File: src/sv/mdf_pkg.sv
// ----------------------------------------------------------------------------
// mdf_pkg
// Types and constants shared by the dipole field block.
// ----------------------------------------------------------------------------
package mdf_pkg;

    localparam int QDEPTH     = 4;
    localparam int QAW        = 2;
    localparam int SQ_STEPS   = 32;
    localparam int UDIV_STEPS = 30;
    localparam int FDIV_STEPS = 41;
    // A, B, C, sqrt, D, u divide, E..K, L, f divide, output
    localparam int LAT = 3 + SQ_STEPS + 1 + UDIV_STEPS + 7 + 1 + FDIV_STEPS + 1;

    localparam logic [43:0] MEGA          = 44'd1000000;
    localparam logic [39:0] FIELD_POS_MAX = 40'h7F_FFFF_FFFF;
    localparam logic [39:0] FIELD_NEG_MAG = 40'h80_0000_0000;

    typedef struct packed {
        logic signed [23:0] magnet_x;
        logic signed [23:0] magnet_y;
        logic signed [23:0] magnet_z;
        logic        [23:0] moment;
        logic signed [15:0] dir_x;
        logic signed [15:0] dir_y;
        logic signed [15:0] dir_z;
        logic signed [23:0] sensor_x;
        logic signed [23:0] sensor_y;
        logic signed [23:0] sensor_z;
    } t_in_item;

    typedef struct packed {
        logic signed [39:0] field_x;
        logic signed [39:0] field_y;
        logic signed [39:0] field_z;
        logic               too_close;
    } t_out_item;

    typedef struct packed {
        logic            close;
        logic [23:0]     moment;
        logic [2:0][15:0] dir;
    } t_ctx;

    typedef struct packed {
        logic [2:0][24:0] p;
        t_ctx             ctx;
    } t_job;

endpackage

File: src/sv/mdf_front.sv
// ----------------------------------------------------------------------------
// mdf_front
// Forms the magnet-to-sensor offset and flags coincident positions.
// ----------------------------------------------------------------------------
module mdf_front (
    input  mdf_pkg::t_in_item i_item,
    output mdf_pkg::t_job     o_job
);

    logic [24:0] p_x;
    logic [24:0] p_y;
    logic [24:0] p_z;

    assign p_x = {i_item.magnet_x[23], i_item.magnet_x} - {i_item.sensor_x[23], i_item.sensor_x};
    assign p_y = {i_item.magnet_y[23], i_item.magnet_y} - {i_item.sensor_y[23], i_item.sensor_y};
    assign p_z = {i_item.magnet_z[23], i_item.magnet_z} - {i_item.sensor_z[23], i_item.sensor_z};

    always_comb begin
        o_job.p[0]       = p_x;
        o_job.p[1]       = p_y;
        o_job.p[2]       = p_z;
        o_job.ctx.close  = (p_x == '0) && (p_y == '0) && (p_z == '0);
        o_job.ctx.moment = i_item.moment;
        o_job.ctx.dir[0] = i_item.dir_x;
        o_job.ctx.dir[1] = i_item.dir_y;
        o_job.ctx.dir[2] = i_item.dir_z;
    end

endmodule

File: config.mk
export PLATFORM = sky130hd
export DESIGN_NAME = mdf_front
export DESIGN_NICKNAME = d
export VERILOG_FILES = /design/src/sv/mdf_pkg.sv /design/src/sv/mdf_front.sv
export SDC_FILE = /design/constraint.sdc
export NUM_CORES = 1
export LEC_CHECK = 0
export BUFFER_PORTS_ARGS = -buffer_cell sky130_fd_sc_hd__buf_2
export CAP_MARGIN = 5
export CORE_MARGIN = 1.5
export CORE_UTILIZATION = 25
export DETAILED_ROUTE_END_ITERATION = 8
export GPL_TIMING_DRIVEN = 0
export SYNTH_ARGS = -nofsm -noshare
export SYNTH_HDL_FRONTEND = slang
export SYNTH_SLANG_ARGS = --single-unit
File: constraint.sdc
create_clock -name vclk -period 4.3
set_input_delay 0 -clock vclk [all_inputs]
set_output_delay 0 -clock vclk [all_outputs]
set_load 0.05 [all_outputs]
# Word level (Yosys, flattened, before mapping)
# Index checks and enable logic that the tools add are counted.
[classes]
add_sub_neg = 3
n_reduce_logical = 5
[op_table]
columns = ["op", "n"]
rows = [
  ["zero test 25 bit", 3],
  ["subtractor 24 x 24 -> 25 bit", 3],
  ["logical AND 1 bit", 2],
]
[word_totals]
input_bits = 216
wordCells = 8
output_inout_bits = 148
reg_bits = 0

# Depth between registers and ports, before layout
# Gate-level depths: netlist (run 1).
[logic_depth]
word_depth = 4
depth_mapped = 13
ltp_nobuf = 13

# Worst setup path before layout (run 1)
# No wires, ideal clock.
[synth_path]
path_kind = "in2out"
from = "input port i_item[192] (netlist name)"
to = "output port o_job[72] (netlist name)"
required_time_ps = 4300
t_arrival_ps = 4073
path_stages = 13
slack_ps = 227
n_path_buf = 0
cell_sequence = "inv_1 > ha_1 > fa_1 > nand2b_1 > a21oi_1 > o31ai_1 > o311a_1 > o311ai_0 > xor2_1 > or4b_1 > or4b_1 > nor4b_1 > and4bb_1"
[synth_lines]
columns = ["item", "line_no", "source"]
rows = [
  ["from (decl)", "mdf_front.sv:6", "input mdf_pkg::t_in_item i_item,"],
  ["to (decl)", "mdf_front.sv:7", "output mdf_pkg::t_job o_job"],
]

==> out/results.ini, run 1 <==
[setup_path]
critical_path.slowest_cell=or4_1
worst-path-max-fanout=3
cp.required_ns=4.30
critPathArrivalTime_ns=4.07
setup.worst_path.class=in -> out
cp_endpoint_kind=primary output
critPathLaunchType=input port
cp_slowest_stage_delay_ns=0.59
worstPathCellList=buf_2, ha_1, fa_1, nand2b_1, a211oi_1, nor2_1, o21bai_1, xor2_1, or4_1, or4b_1, or4b_1, nor4b_2, and4bb_1, buf_2

[routing]
postRouteAntennaNets=0
totalWireLength_um=17850
drc_errors=0
post_drt_via_cell_ratio=4.734
via_count=5832
post_drt_wl_per_cell_um=14.49
dr.first_iter.drc_count=180
drt-pass1-iter-count=4

[die]
die_w_um=140.0
core_area_um2=18210
die_area_um2=19610
core.rowCount=49
io_pins=364
start_util_pct=25.78
die_height_um=140.0

[min_path]
timing.hold.worst.class=in -> out
holdPathStages=2
hp-start=i_item[109]
holdPathEnd=o_job[5]

[cells_and_area]
numSequentialCells=0
fillerInstances=2010
sequential_cell_area_um2=0
finalNetCount=1293
synthToLayoutAreaGrowth_pct=37.69
final.clkbuf_count=0
fin_area_um2=6464
post_layout_cell_count=1232
multi_input_comb_area_um2=3755
drive_above_1_share_pct=37.10
postLayoutCoreUtil_pct=35.50

[yosys]
cells_after_synthesis=708
yosys.area.top_type_share_pct=19.19
syn_area_um2=4695
syn_nets=999
synthesis.area_per_instance_um2=6.631
synth.lib_cells_used.distinct=61
synth.area.top_cells=ha_1 (19%), buf_4 (12%), inv_1 (7.8%)
number_of_warnings_reported_in_the_yosys_synthesis_log=0
yosysSeqAreaShare_pct=0
synth_area_leader_cell=ha_1

[placed_design]
routabilityCongestion=0.8937
io_buffers=292
post-place-ws_ns=-0.06733
numPlacedInstances=1229
dpl_cell_area_um2=6442
dp.final_hpwl_um=16220

[timing]
slew_viol_final=0
min_period_over_period_pct=94.57
final.hold.worst_slack_ns=0.3013
worst-slew-pin-transition_ns=1.018
postLayoutSetupSlackWorst_ns=0.2336
setup_viol=0
maxSlewHeadroom_pct=30.38
period_minus_slack_ns=4.066
final_hold_viol_count=0
setup-tns-final_ns=0
max_freq_ghz=0.2459

[clocking]
post-cts-setup-buffers=0
ctsHoldBuffers=0

[job]
max_cap_viol_count=0

[grt]
grt_overflow_total=0
grt_pass1_vias=5405
globalRouteTotalUtil_pct=16.75
grt_max_degree=10
number_of_antenna_violations_at_the_first_check_in_global_routing=3
global_route_wire_length_before_repair_um=26990

[power]
power_mw=1.690
p_leak_nw=3.607
p_per_area_nw_per_um2=261.4
vdd_drop_max_v=0.0001249

[run_status]
status=complete, no violations

[cell families (layout without fill, tap and decap cells)]
| logic type | Yosys count | in the layout | share of synthesized area (%) |
|---|---|---|---|
| fa+ha+maj | 75 | 75 | 20.47 |
| buf+inv | 182 | 474 | 20.31 |
| xor+xnor | 56 | 56 | 10.45 |
| simple gates | 194 | 194 | 20.92 |
| other cells | 0 | 3 | 0 |
| compound gates | 199 | 199 | 27.43 |
| mux | 2 | 2 | 0.4265 |
[placed cells by master (no fill, tap or decap), drive strengths merged, types with 8 or more instances in the layout]
master / synthesis / routed
nor2: 51 / 51
nor4: 9 / 9
a21o: 16 / 16
inv: 97 / 97
nor3: 15 / 15
o31ai: 8 / 8
o21ai: 39 / 39
nand4: 10 / 10
buf: 72 / 364
nand2b: 10 / 10
o21a: 8 / 8
nor2b: 11 / 11
nand3: 11 / 11
ha: 72 / 72
nand2: 48 / 48
a211oi: 9 / 9
xor2: 23 / 23
a21oi: 64 / 64
clkbuf: 13 / 13
xnor2: 33 / 33
[how the worst max path moves through the flow]
stage | startpoint | to | slack [ns] | cells past startpoint
2_1_floorplan | i_item[192] | o_job[72] | 0.23 | 13
3_3_place_gp | i_item[48] | o_job[72] | -0.09 | 14
3_5_place_dp | i_item[48] | o_job[72] | -0.07 | 14
4_1_cts | i_item[48] | o_job[72] | 0.11 | 14
5_1_grt | i_item[24] | o_job[72] | -0.02 | 14
6_report | i_item[24] | o_job[72] | 0.23 | 14
[Yosys cell counts (8+ instances only)]
cell	n
o21ai_0	39
inv_1	97
o21a_1	8
o31ai_1	8
a21oi_1	63
buf_4	72
nor2b_1	11
clkbuf_1	13
nand4_1	10
nor2_1	51
nand2_1	48
a211oi_1	9
a21o_1	16
ha_1	72
nor3_1	15
nand2b_1	10
nand3_1	11
nor4_1	9
xnor2_1	33
xor2_1	23
[repair_timing]
action,CTS,global route
resized for setup,1,2
setup endpoints to repair,1,1
endpoints found under the hold margin,0,0
cloned,0,0
[layout make-up]
| type | count | area share, % |
|---|---|---|
| inverters | 97 | 5.633 |
| multi-input cells | 526 | 58.09 |
| repair buffers | 292 | 22.61 |
| well taps | 229 | 4.433 |
| diodes | 3 | 0.1161 |
| plain buffers | 85 | 9.117 |
[critical path: cells and delay by family]
family,cells,cell delay [ns]
AND/OR/NAND/NOR,7,2.45
adder cells (fa/ha/maj),2,0.64
AO/OA/AOI/OAI,2,0.48
buffers and inverters,2,0.37
XOR/XNOR,1,0.13
[power breakdown]
part           switching [mW]  internal [mW]  leakage [nW]
Combinational            1.21          0.477          3.61
Sequential                  0              0             0
Clock                       0   0.0000000933     0.0000190
Total                    1.21          0.477          3.61
[metal layers]
layer | up-vias | GRT usage, % | share of wire (%)
met4 | 0 | 1.662 | 1.0
li1 | 3016 | - | -
met5 | - | 0 | 0
met3 | 12 | 0.7521 | 4.7
met2 | 210 | 32.16 | 51
met1 | 2594 | 21.26 | 43
Power figures use the tool's default switching activity.
==> inputs of run 2 (changes only) <==
--- a/config.mk
+++ b/config.mk
@@ -14,3 +14,4 @@
 export SYNTH_ARGS = -nofsm -noshare
 export SYNTH_HDL_FRONTEND = slang
 export SYNTH_SLANG_ARGS = --single-unit
+export TNS_END_PERCENT = 50
==> constraint.sdc (replaced) <==
create_clock -name vclk -period 4.4
set_input_delay 0 -clock vclk [all_inputs]
set_output_delay 0 -clock vclk [all_outputs]
set_load 0.05 [all_outputs]
==> run 2 against run 1 <==
  * First-iteration DRC count down 7.8%
  * Critical endpoint unchanged
  * Non-clock buffer count unchanged
  * Combinational power is 2% lower
  * Flip-flop and latch count did not move
  * Core utilization barely moved
  * Global-route usage is the same
  * Die area stayed put
==> out/results.ini, run 2 (synthesis results as in run 1) <==
[die]
die_height_um=140.0  ; unchanged
core.rowCount=49  ; unchanged
die_w_um=140.0  ; unchanged
die_area_um2=19610  ; unchanged
core_area_um2=18210  ; unchanged
io_pins=364  ; unchanged
start_util_pct=25.78  ; unchanged

[routing]
totalWireLength_um=17870  ; about the same
post_drt_via_cell_ratio=4.735  ; about the same
dr_wl_met2_um=9145  ; -0.28%
postRouteAntennaNets=0  ; unchanged
routedLengthMet1_um=7778  ; +1.6%
via_count=5833  ; +0.017%
dr.first_iter.drc_count=166  ; -7.8%
drt-pass1-iter-count=4  ; unchanged
routed.top_layer=met4
post_drt_wl_per_cell_um=14.50  ; about the same
met3_length_um=757  ; -9.3%
drc_errors=0  ; unchanged

[setup_path]
setup.worst_path.class=in -> out
worstPathCellList=buf_2, ha_1, fa_1, nand2b_1, a211oi_1, nor2_1, o21bai_1, xor2_1, or4_1, or4b_1, or4b_1, nor4b_1, and4bb_1, buf_2
critPathTopFamily=simple AND/OR/NAND/NOR gates
critPathLaunchType=input port
critical_path.slowest_cell=or4_1
worstSetupPathDepth=14  ; unchanged
worst-path-max-fanout=3  ; unchanged
cp_endpoint_kind=primary output
critPathArrivalTime_ns=4.10  ; +0.03 ns
cp.required_ns=4.40  ; +0.10 ns
cp_slowest_stage_delay_ns=0.59  ; about the same
cp.buffers_inverters=2  ; unchanged

[cells_and_area]
numSequentialCells=0  ; unchanged
layout.cells.most_common_list=buf_2 (292), inv_1 (97), ha_1 (72), buf_4 (72), a21oi_1 (63)
final.clkbuf_count=0  ; unchanged
post_layout_cell_count=1232  ; unchanged
sequential_cell_area_um2=0  ; unchanged
synthToLayoutAreaGrowth_pct=37.55  ; about the same
layout.cells.most_common=buf_2
drive_above_1_share_pct=37.00  ; -0.10 points
finalNetCount=1293  ; unchanged

[timing]
period_minus_slack_ns=4.097
maxSlewHeadroom_pct=30.97  ; +0.59 points
max_freq_ghz=0.2441
setup_viol=0  ; unchanged
setup-tns-final_ns=0  ; unchanged
worst-slew-pin-transition_ns=1.009  ; -0.008559 ns
setup_repair_after_global_routing_missed_its_margin=no
final_hold_viol_count=0  ; unchanged
min_period_over_period_pct=93.11
final.hold.worst_slack_ns=0.3013  ; unchanged
slew_viol_final=0  ; unchanged

[min_path]
holdPathStages=2  ; unchanged
timing.hold.worst.class=in -> out

[power]
power_frac_clock_pct=0  ; unchanged
power.switching_fraction_pct=71.75  ; about the same
pwr-share-seq_pct=0  ; unchanged
p_leak_nw=3.607  ; about the same
net-switching-power_mw=1.184  ; -2.3%
combPwrFrac_pct=100.0  ; about the same
internal_power_mw=0.4664  ; -2.3%
vdd_drop_max_v=0.0001221  ; -2.3%
p_per_area_nw_per_um2=255.7  ; -2.2%

[job]
max_cap_viol_count=0  ; unchanged

[placed_design]
io_buffers=292  ; unchanged
dp.final_hpwl_um=16220  ; unchanged
routabilityCongestion=0.8937  ; unchanged
numPlacedInstances=1229  ; unchanged

[clocking]
post-cts-setup-buffers=0  ; unchanged
cts.repair.resized=0  ; -1
ctsHoldBuffers=0  ; unchanged

[grt]
grt_overflow_total=0  ; unchanged
global_route_wire_length_before_repair_um=26990  ; unchanged
globalRouteTotalUtil_pct=16.75  ; unchanged
grt_max_degree=10  ; unchanged
grt_pass1_vias=5405  ; unchanged
number_of_antenna_violations_at_the_first_check_in_global_routing=3  ; unchanged

[run_status]
status=complete, no violations

run 2: metrics by stage:
stage	setup slack (ns)	util (%)	cell area, um2	power [mW]
2_1_floorplan	0.3270	-	4695	1.237
3_3_place_gp	0.01238	35.38	6442	1.646
3_5_place_dp	0.03267	35.38	6442	1.649
4_1_cts	0.02133	35.38	6442	1.655
5_1_grt	0.003398	35.45	6455	1.756
6_report	0.3029	35.46	6457	1.651
run 2: final timing paths:
path	startpoint	end	slack (ns)
worst max-delay path	i_item[24]	o_job[72]	0.30
worst min-delay path	i_item[109]	o_job[5]	0.30
run 2: layer usage:
metal  vias up  GRT usage, %
met4         0         1.662
li1       3014             -
met3        12        0.7521
met1      2594         21.26
met2       213         32.16
met5         -             0
run 2: cell type report:
type	count	area, um2
fill	2012	11750
tap	229	286.5
timing repair buffer	292	1461
antenna	3	7.507
inverter	97	364.1
buffer	85	589.3
multi-input combinational	526	3749
run 2: power by group through the flow:
stage	logic [mW]	registers, mW	clock network (mW)
6_report	1.65	0	0.0000000912
5_1_grt	1.76	0	0.0000000607
4_1_cts	1.66	0	0
3_5_place_dp	1.65	0	0
3_3_place_gp	1.65	0	0
2_1_floorplan	1.24	0	0
