<file path="src/sv/mdf_pkg.sv">
// ----------------------------------------------------------------------------
// mdf_pkg
// Types and constants shared by the dipole field block.
// ----------------------------------------------------------------------------
package mdf_pkg;

    localparam int QDEPTH     = 4;
    localparam int QAW        = 2;
    localparam int SQ_STEPS   = 32;
    localparam int UDIV_STEPS = 30;
    localparam int FDIV_STEPS = 41;
    // A, B, C, sqrt, D, u divide, E..K, L, f divide, output
    localparam int LAT = 3 + SQ_STEPS + 1 + UDIV_STEPS + 7 + 1 + FDIV_STEPS + 1;

    localparam logic [43:0] MEGA          = 44'd1000000;
    localparam logic [39:0] FIELD_POS_MAX = 40'h7F_FFFF_FFFF;
    localparam logic [39:0] FIELD_NEG_MAG = 40'h80_0000_0000;

    typedef struct packed {
        logic signed [23:0] magnet_x;
        logic signed [23:0] magnet_y;
        logic signed [23:0] magnet_z;
        logic        [23:0] moment;
        logic signed [15:0] dir_x;
        logic signed [15:0] dir_y;
        logic signed [15:0] dir_z;
        logic signed [23:0] sensor_x;
        logic signed [23:0] sensor_y;
        logic signed [23:0] sensor_z;
    } t_in_item;

    typedef struct packed {
        logic signed [39:0] field_x;
        logic signed [39:0] field_y;
        logic signed [39:0] field_z;
        logic               too_close;
    } t_out_item;

    typedef struct packed {
        logic            close;
        logic [23:0]     moment;
        logic [2:0][15:0] dir;
    } t_ctx;

    typedef struct packed {
        logic [2:0][24:0] p;
        t_ctx             ctx;
    } t_job;

endpackage

</file>
<file path="src/sv/mdf_queue.sv">
// ----------------------------------------------------------------------------
// mdf_queue
// Short queue between the front and the back pipeline.
// ----------------------------------------------------------------------------
module mdf_queue (
    input  logic           i_clk,
    input  logic           i_rst_n,
    input  logic           i_push,
    input  mdf_pkg::t_job  i_data,
    output logic           o_full,
    input  logic           i_pop,
    output logic           o_empty,
    output mdf_pkg::t_job  o_data
);

    mdf_pkg::t_job              r_mem [mdf_pkg::QDEPTH];
    logic [mdf_pkg::QAW-1:0]    r_wp;
    logic [mdf_pkg::QAW-1:0]    r_rp;
    logic [mdf_pkg::QAW:0]      r_cnt;
    logic [mdf_pkg::QAW:0]      n_cnt;
    logic                       wr;
    logic                       rd;

    assign o_full  = (r_cnt == (mdf_pkg::QAW+1)'(mdf_pkg::QDEPTH));
    assign o_empty = (r_cnt == '0);
    assign wr      = i_push && !o_full;
    assign rd      = i_pop && !o_empty;
    assign o_data  = r_mem[r_rp];

    always_comb begin
        n_cnt = r_cnt;
        if (wr && !rd) begin
            n_cnt = r_cnt + 1'b1;
        end else if (rd && !wr) begin
            n_cnt = r_cnt - 1'b1;
        end
    end

    always_ff @(posedge i_clk) begin
        if (wr) begin
            r_mem[r_wp] <= i_data;
        end
    end

    always_ff @(posedge i_clk) begin
        if (!i_rst_n) begin
            r_wp  <= '0;
            r_rp  <= '0;
            r_cnt <= '0;
        end else begin
            if (wr) begin
                r_wp <= r_wp + 1'b1;
            end
            if (rd) begin
                r_rp <= r_rp + 1'b1;
            end
            r_cnt <= n_cnt;
        end
    end

endmodule

</file>
<file path="config.mk">
export PLATFORM = sky130hd
export DESIGN_NAME = mdf_queue
export DESIGN_NICKNAME = d
export VERILOG_FILES = /design/src/sv/mdf_pkg.sv /design/src/sv/mdf_queue.sv
export SDC_FILE = /design/constraint.sdc
export NUM_CORES = 1
export LEC_CHECK = 0
export BUFFER_PORTS_ARGS = -buffer_cell sky130_fd_sc_hd__buf_2
export CELL_PAD_IN_SITES_DETAIL_PLACEMENT = 1
export CELL_PAD_IN_SITES_GLOBAL_PLACEMENT = 1
export CORE_ASPECT_RATIO = 0.6
export CORE_MARGIN = 2
export CORE_UTILIZATION = 50
export CTS_CLUSTER_DIAMETER = 100
export DETAILED_ROUTE_END_ITERATION = 10
export HOLD_SLACK_MARGIN = 0.1
export PLACE_DENSITY = 0.88
export SYNTH_ARGS = -nofsm -noshare
export SYNTH_HDL_FRONTEND = slang
export SYNTH_SLANG_ARGS = --single-unit
export TNS_END_PERCENT = 5
</file>
<file path="constraint.sdc">
create_clock -name i_clk -period 7.08 [get_ports i_clk]
set_clock_uncertainty 0.15 [all_clocks]
set_input_delay 0.708 -clock i_clk [delete_from_list [all_inputs] [get_ports i_clk]]
set_output_delay 0.708 -clock i_clk [all_outputs]
set_load 0.01 [all_outputs]
</file>
Word-level counts from Yosys, hierarchy flattened. Memories as Yosys holds them, arrays and structs flattened. A register that Yosys moved wholly into a read port is not among the register bits. Cells that the tools add are included.

Register bits after elaboration: 7. Bits in latches: 0. RAM bits: 592. Memory bits (read-only): 0. Input port bits: 152. Output and inout port bits: 150. Memories: 1.

Add/subtract/negate cells: 4. $mul: 0. Divide/modulo/power cells: 0. Order comparisons: 0. Equal/unequal tests: 1. Shift-type cells: 0. Mux-type cells: 6. Bitwise operators: 0. Reduce and logical (&&, ||, !) cells: 10.

Memory list: r_mem (depth 4, bits a word 148, read ports 1, clocked after Yosys merged registers in 1, wr ports 1, RTL line mdf_queue.sv:16) `mdf_pkg::t_job r_mem [mdf_pkg::QDEPTH];`.

Operators with widths (count): $mux W3 (2); $add A2 B1 Y2 const B (2); $logic_and A1 B1 Y1 (4); $logic_not A1 Y1 (4); $mux W2 (2); $add A3 B1 Y3 const B (1); $eq A3 B3 Y1 const B (1); $logic_not A3 Y1 (1); $sub A3 B1 Y3 const B (1); $mux W1 (2); $reduce_bool A2 Y1 (1).

Longest topological paths before layout. Gate-level depths: netlist (run 1).

Word-level depth: 7. Gate-level depth with buffers: 9. Mapped depth without buffers: 8.

Worst setup path after synthesis (run 1). OpenSTA, ideal clock, no wires.

Path kind: in2reg. Start point: input i_push. End point: memory r_mem[0][0] (netlist bit), enable pin. Setup time: 0.525 ns. Arrival time: 4.484 ns. Slack: 1.921 ns. Cell stages on the path: 3. Buffers on the path: 1. Cells stage by stage: nor2b_1 clkbuf_1 and2_1.

Word-level cells in the longest chain between the ends: 3.

Ends and longest elaborated chain: from (decl) (RTL line mdf_queue.sv:8) `input logic i_push,`; $logic_and A1 B1 Y1 (RTL line mdf_queue.sv:26) `assign wr = i_push && !o_full;`; named net wr (RTL line mdf_queue.sv:21) `logic wr;`; $mux W1 (RTL line mdf_queue.sv:40) `if (wr) begin`; $mux W1 (implied by the code) (RTL line mdf_queue.sv:41) `r_mem[r_wp] <= i_data;`; to (decl) (RTL line mdf_queue.sv:16).

The timed path passes the listed nets, and every way through them passes these cells.

==> reports/results.ini, run 1 <==
[timing]
finalCriticalPeriod_ns = 3.99
slew_viol_final = 0
maxSlewHeadroom_pct = 37.9
fin_tns_setup_ns = 0
fmax_mhz = 251
grt_setup_unrepaired = no
worst_pin_slew_ns = 0.932
hold_viol_final = 0
finalSetupViolCount = 0
final.period_utilization_pct = 56.3

[detailed_routing]
wl_met1_mm = 18.3
routed_wl_mm = 44.7
ant_nets = 0
vias_per_cell = 5.53
routedWlPerCell_um = 25.3
wl_met3_mm = 2.62
met2_length_mm = 22.9
drt_iter0_drc = 678
top_layer_used = met5
drt_pass1_iterations = 5
drc = 0
routed-via-count = 9772

[synth]
netlist_top_cells_count = edfxtp_1, mux4_2, buf_2
yosys-top-cells-area = edfxtp_1, mux4_2, buf_12
yosysTopAreaCell = edfxtp_1
synth_xor_area_share_pct = 0.160
yosysUniqueCellTypes = 26
yosysSeqAreaShare_pct = 81.8
yosysWarnings = 0
synth_fa_ha_area_share_pct = 0.376
ys_seq_elements = 601
synthCells = 821
synth_top_area_share_pct = 81.0
synth_compound_area_share_pct = 0.131
synthMuxAreaShare_pct = 15.3
synth_top_family_by_area = multiplexers
yosysMostFrequentCell = edfxtp_1
synth_ff_type = edfxtp_1
syn_area_um2 = 21900
synth-simple-area-share_pct = 0.439
synth.avg_cell_area_um2 = 26.7
synth_edf_count = 592
async_reset_ff_share_pct = 0
syn_nets = 979

[clock_tree]
clock_path_buffers = 3
cts.htree.levels = 2
post-cts-setup-buffers = 0
cts_sinks = 601
clkLatencyLatePin_ns = 0.57
cts_tree = built
cts_resized = 0
clock-root-buffer = clkbuf_16
hold_buffers = 0
path_clk_slew_ns = 0.06
numCtsBuffers = 53

[global_routing]
grt_pass1_vias = 10826
grt_first_pass_wirelength_mm = 68.4
antenna_found_initial = 7
grt_start_max_net_pins = 111
track_usage_pct = 20.0
grt.overflow.total = 0

[critical_path]
cp_slowest_stage_delay_ns = 0.90
worst-path-buf-inv = 2
arrival_ns = 3.13
critical_path.slowest_cell = dfxtp_4
critical_path.top_delay_family = flip-flops
cp.required_ns = 6.22
crit_chain = buf_12 > mux4_2 > buf_2
crit_type = reg -> out
end_kind = output port
worstSetupStartpointType = flop
crit_fanout = 109

[floorplanning]
die-area_um2 = 45600
start_util_pct = 50.6
die_h_um = 166
die_w_um = 274
core_um2 = 43300
pin_count = 302
num_rows = 59

[layout]
nFillCells = 3589
layout-drive-gt1-share_pct = 44.6
flow.area_growth_from_synthesis_pct = 16.4
fin_cells = 1768
multiInputGateArea_um2 = 3620
layout.nets = 1306
finish.utilization_pct = 58.9
regArea_um2 = 18000

[placed_design]
place_congestion = 0.725
place_inst = 1672
io_buffers = 301
place_hpwl_mm = 27.3

[hold_path]
hold_class = in -> reg

[flow_run]
cap_viol_max_count = 0

[pwr]
power_density_nw_per_um2 = 362
ir_drop_mv = 0.268
p_leak_uw = 0.00843

[status]
status = complete, no violations

==> worst paths after layout <==
path	from	to	slack (ns)	cells past startpoint
setup / recovery	flop	o_data[12]	3.09	3
hold / removal	i_data[51]	r_mem[2][51]	0.20	1
setup reg to reg	r_cnt[0]	r_mem[0][106]	3.92	4
hold reg to reg	r_wp[0]	r_wp[0]	0.35	2
==> through the flow <==
stage | hold WS, ns | power (µW) | area (µm²) | worst slack [ns]
after CTS | 0.166 | 9370 | 25500 | 2.97
after global routing | 0.173 | 9640 | 25500 | 2.77
final | 0.196 | 9230 | 25500 | 3.09
after detailed placement | 0.351 | 6690 | 23900 | 3.59
after global placement | 0.328 | 6590 | 23900 | 3.59
after floorplan | 0.318 | 6020 | 21900 | 1.92
==> layout make-up <==
type,instances,share of cell area (%)
Antenna cell,3,0.0294
Clock buffer,64,5.52
Clock inverter,29,0.715
Inverter,3,0.0441
Multi-Input combinational cell,182,14.2
Sequential cell,601,70.3
Tap cell,579,2.84
Timing Repair Buffer,307,6.37
==> placed cells by master (no fill, tap or decap), types with 2 or more instances in the layout <==
master	n
and2_1	4
buf_2	301
clkbuf_1	9
bufinv_16	2
buf_12	6
mux2i_1	3
clkinv_2	9
clkbuf_16	55
xnor2_1	3
edfxtp_1	592
dfxtp_4	2
mux4_2	148
and2_4	4
ha_1	5
nand2_1	4
nor2b_1	2
diode_2	3
inv_1	3
dfxtp_1	7
clkinv_1	16
inv_6	2
==> kinds of logic (layout without fill, tap and decap cells) <==
| family | Yosys count | in the layout |
|---|---|---|
| adder cells (fa/ha/maj) | 6 | 6 |
| buffers and inverters | 38 | 403 |
| AO/OA/AOI/OAI | 4 | 4 |
| flip-flops | 601 | 601 |
| multiplexers | 151 | 151 |
| XOR/XNOR | 4 | 4 |
| other | 0 | 3 |
| AND/OR/NAND/NOR | 17 | 17 |
==> where the power goes <==
| part | leakage, µW | switching [µW] | internal (µW) |
|---|---|---|---|
| clock network | 0.000786 | 1190 | 1480 |
| registers | 0.00550 | 180 | 4320 |
| logic | 0.00215 | 1080 | 986 |
==> layer usage <==
layer  vias to the layer above  track usage [%]
li1                       4218                -
met1                      5191             26.5
met2                       289             34.1
met3                        70             4.76
met4                         4             4.54
met5                         -                0
==> sequential cells by signal, indices dropped and copies added, names as in the netlist, named ones only <==
register  count
r_wp          2
r_rp          2
r_cnt         3
r_mem       592
==> worst register-to-register path, cell delays in order (launching register included) <==
cell	delay, ns
dfxtp_1	0.49
nor3b_1	0.11
nor2b_1	0.58
and2_4	0.74
buf_12	0.56
Power figures use the tool's default switching activity.
==> run 2: changes to the inputs <==
==> constraint.sdc (replaced) <==
create_clock -name i_clk -period 4.04 [get_ports i_clk]
set_clock_uncertainty 0.15 [all_clocks]
set_input_delay 0.404 -clock i_clk [delete_from_list [all_inputs] [get_ports i_clk]]
set_output_delay 0.404 -clock i_clk [all_outputs]
set_load 0.01 [all_outputs]
==> reports/results.ini, run 2 (synthesis results as in run 1) <==
[detailed_routing]
routedWlPerCell_um = 26.0
drt_pass1_iterations = 5
ant_nets = 0
routed-via-count = 10583
drc = 0
vias_per_cell = 5.47
drt_iter0_drc = 866
routed_wl_mm = 50.4

[clock_tree]
clock_path_buffers = 3
cts_tree = built
numCtsBuffers = 53
cts_resized = 0
cts_sinks = 601
post-cts-setup-buffers = 0
clock-root-buffer = clkbuf_16
hold_buffers = 149
cts.htree.levels = 2
clkLatencyLatePin_ns = 0.57
path_clk_slew_ns = 0.06

[timing]
hold_viol_final = 0
final.period_utilization_pct = 77.3
slew_viol_final = 0
hold_slack_ns = 0.180
finalSetupViolCount = 0
finalCriticalPeriod_ns = 3.12
grt_setup_unrepaired = no
maxSlewHeadroom_pct = 52.2
worst_pin_slew_ns = 0.716
fmax_mhz = 320
fin_ws_ns = 0.917

[critical_path]
crit_type = reg -> out
crit_fanout = 38
end_kind = output port
rr_startpoint = r_cnt[0]
cp.required_ns = 3.49
worstSetupStartpointType = flop
reg2reg_slack_ns = 1.14
arrival_ns = 2.57
timing.rr.end = r_cnt[2]
endpoint = o_data[28]
r2r_cells = 8

[pwr]
ir_drop_mv = 0.423
p_leak_uw = 0.00915
power_uw = 16600
power_density_nw_per_um2 = 610

[global_routing]
grt.overflow.total = 0
use_met3_pct = 4.54
track_usage_pct = 22.4
grt_use_met1_pct = 30.7
grt_pass1_vias = 11637
top_usage_layer = met2
grt_first_pass_wirelength_mm = 75.5
antenna_found_initial = 3
grt_start_max_net_pins = 69
grt_util_met2_pct = 37.7

[layout]
nFillCells = 3559
flow.area_growth_from_synthesis_pct = 24.2
top_register = r_mem
reg_top3 = r_mem: 592 flops, r_cnt: 3 flops
layout.nets = 1470
layout-drive-gt1-share_pct = 40.5
fin_cells = 1934
largest_reg_flops = 592
final_cell_mix = edfxtp_1, buf_2, dlygate4sd3_1
final_common_cell = edfxtp_1

[placed_design]
place_congestion = 0.758
place_hpwl_mm = 30.8
place_ws_ns = 1.30
io_buffers = 301
place_inst = 1687

[hold_path]
hold_class = in -> reg

[status]
status = complete, no violations

[floorplanning]
start_util_pct = 50.6
pin_count = 302
die_h_um = 166
core_um2 = 43300
die_w_um = 274
num_rows = 59
die-area_um2 = 45600

[flow_run]
cap_viol_max_count = 0

run 2: layout make-up:
class                      count  area [µm²]  area share [%]
antenna                        3        7.51          0.0275
clock buffer                  73        1470            5.41
clock inverter                22         139           0.509
inverter                       3        11.3          0.0413
multi-input combinational    182        3620            13.3
sequential                   601       18000            65.9
tap                          579         724            2.66
timing repair buffer         471        3330            12.2
run 2: worst max-delay path, stage by stage (launching register included):
cell,delay [ns]
dfxtp_4,0.77
buf_12,0.35
mux4_2,0.60
buf_2,0.17
run 2: where the power goes:
group          switching, µW  internal (µW)
clock                   2180           2610
combinational           2060           1930
sequential               298           7570
total                   4530          12100
run 2: how the worst min path moves through the flow:
| stage | from | to | slack [ns] | cells past startpoint |
|---|---|---|---|---|
| floorplan | r_wp[1] | r_wp[1] | 0.32 | 2 |
| global placement | r_wp[0] | r_wp[0] | 0.34 | 2 |
| detailed placement | r_wp[0] | r_wp[0] | 0.38 | 2 |
| CTS | i_pop | flop | 0.16 | 4 |
| global route | i_pop | flop | 0.20 | 4 |
| finish | i_pop | flop | 0.18 | 4 |
run 2: per-layer routing:
| layer | routed length (µm) | share of wire (%) |
|---|---|---|
| met5 | 13 | 0.026 |
| met4 | 964 | 1.9 |
| met3 | 2840 | 5.6 |
| met2 | 26000 | 52 |
| met1 | 20500 | 41 |
run 2: through the flow:
stage          TNS (ns)  cell area, µm²  util, %
2_1_floorplan   -425.29           21900        -
3_5_place_dp          0           24200     55.7
5_1_grt               0           27300     62.9
6_report              0           27300     62.9
3_3_place_gp          0           24200     55.7
4_1_cts               0           27300     62.9
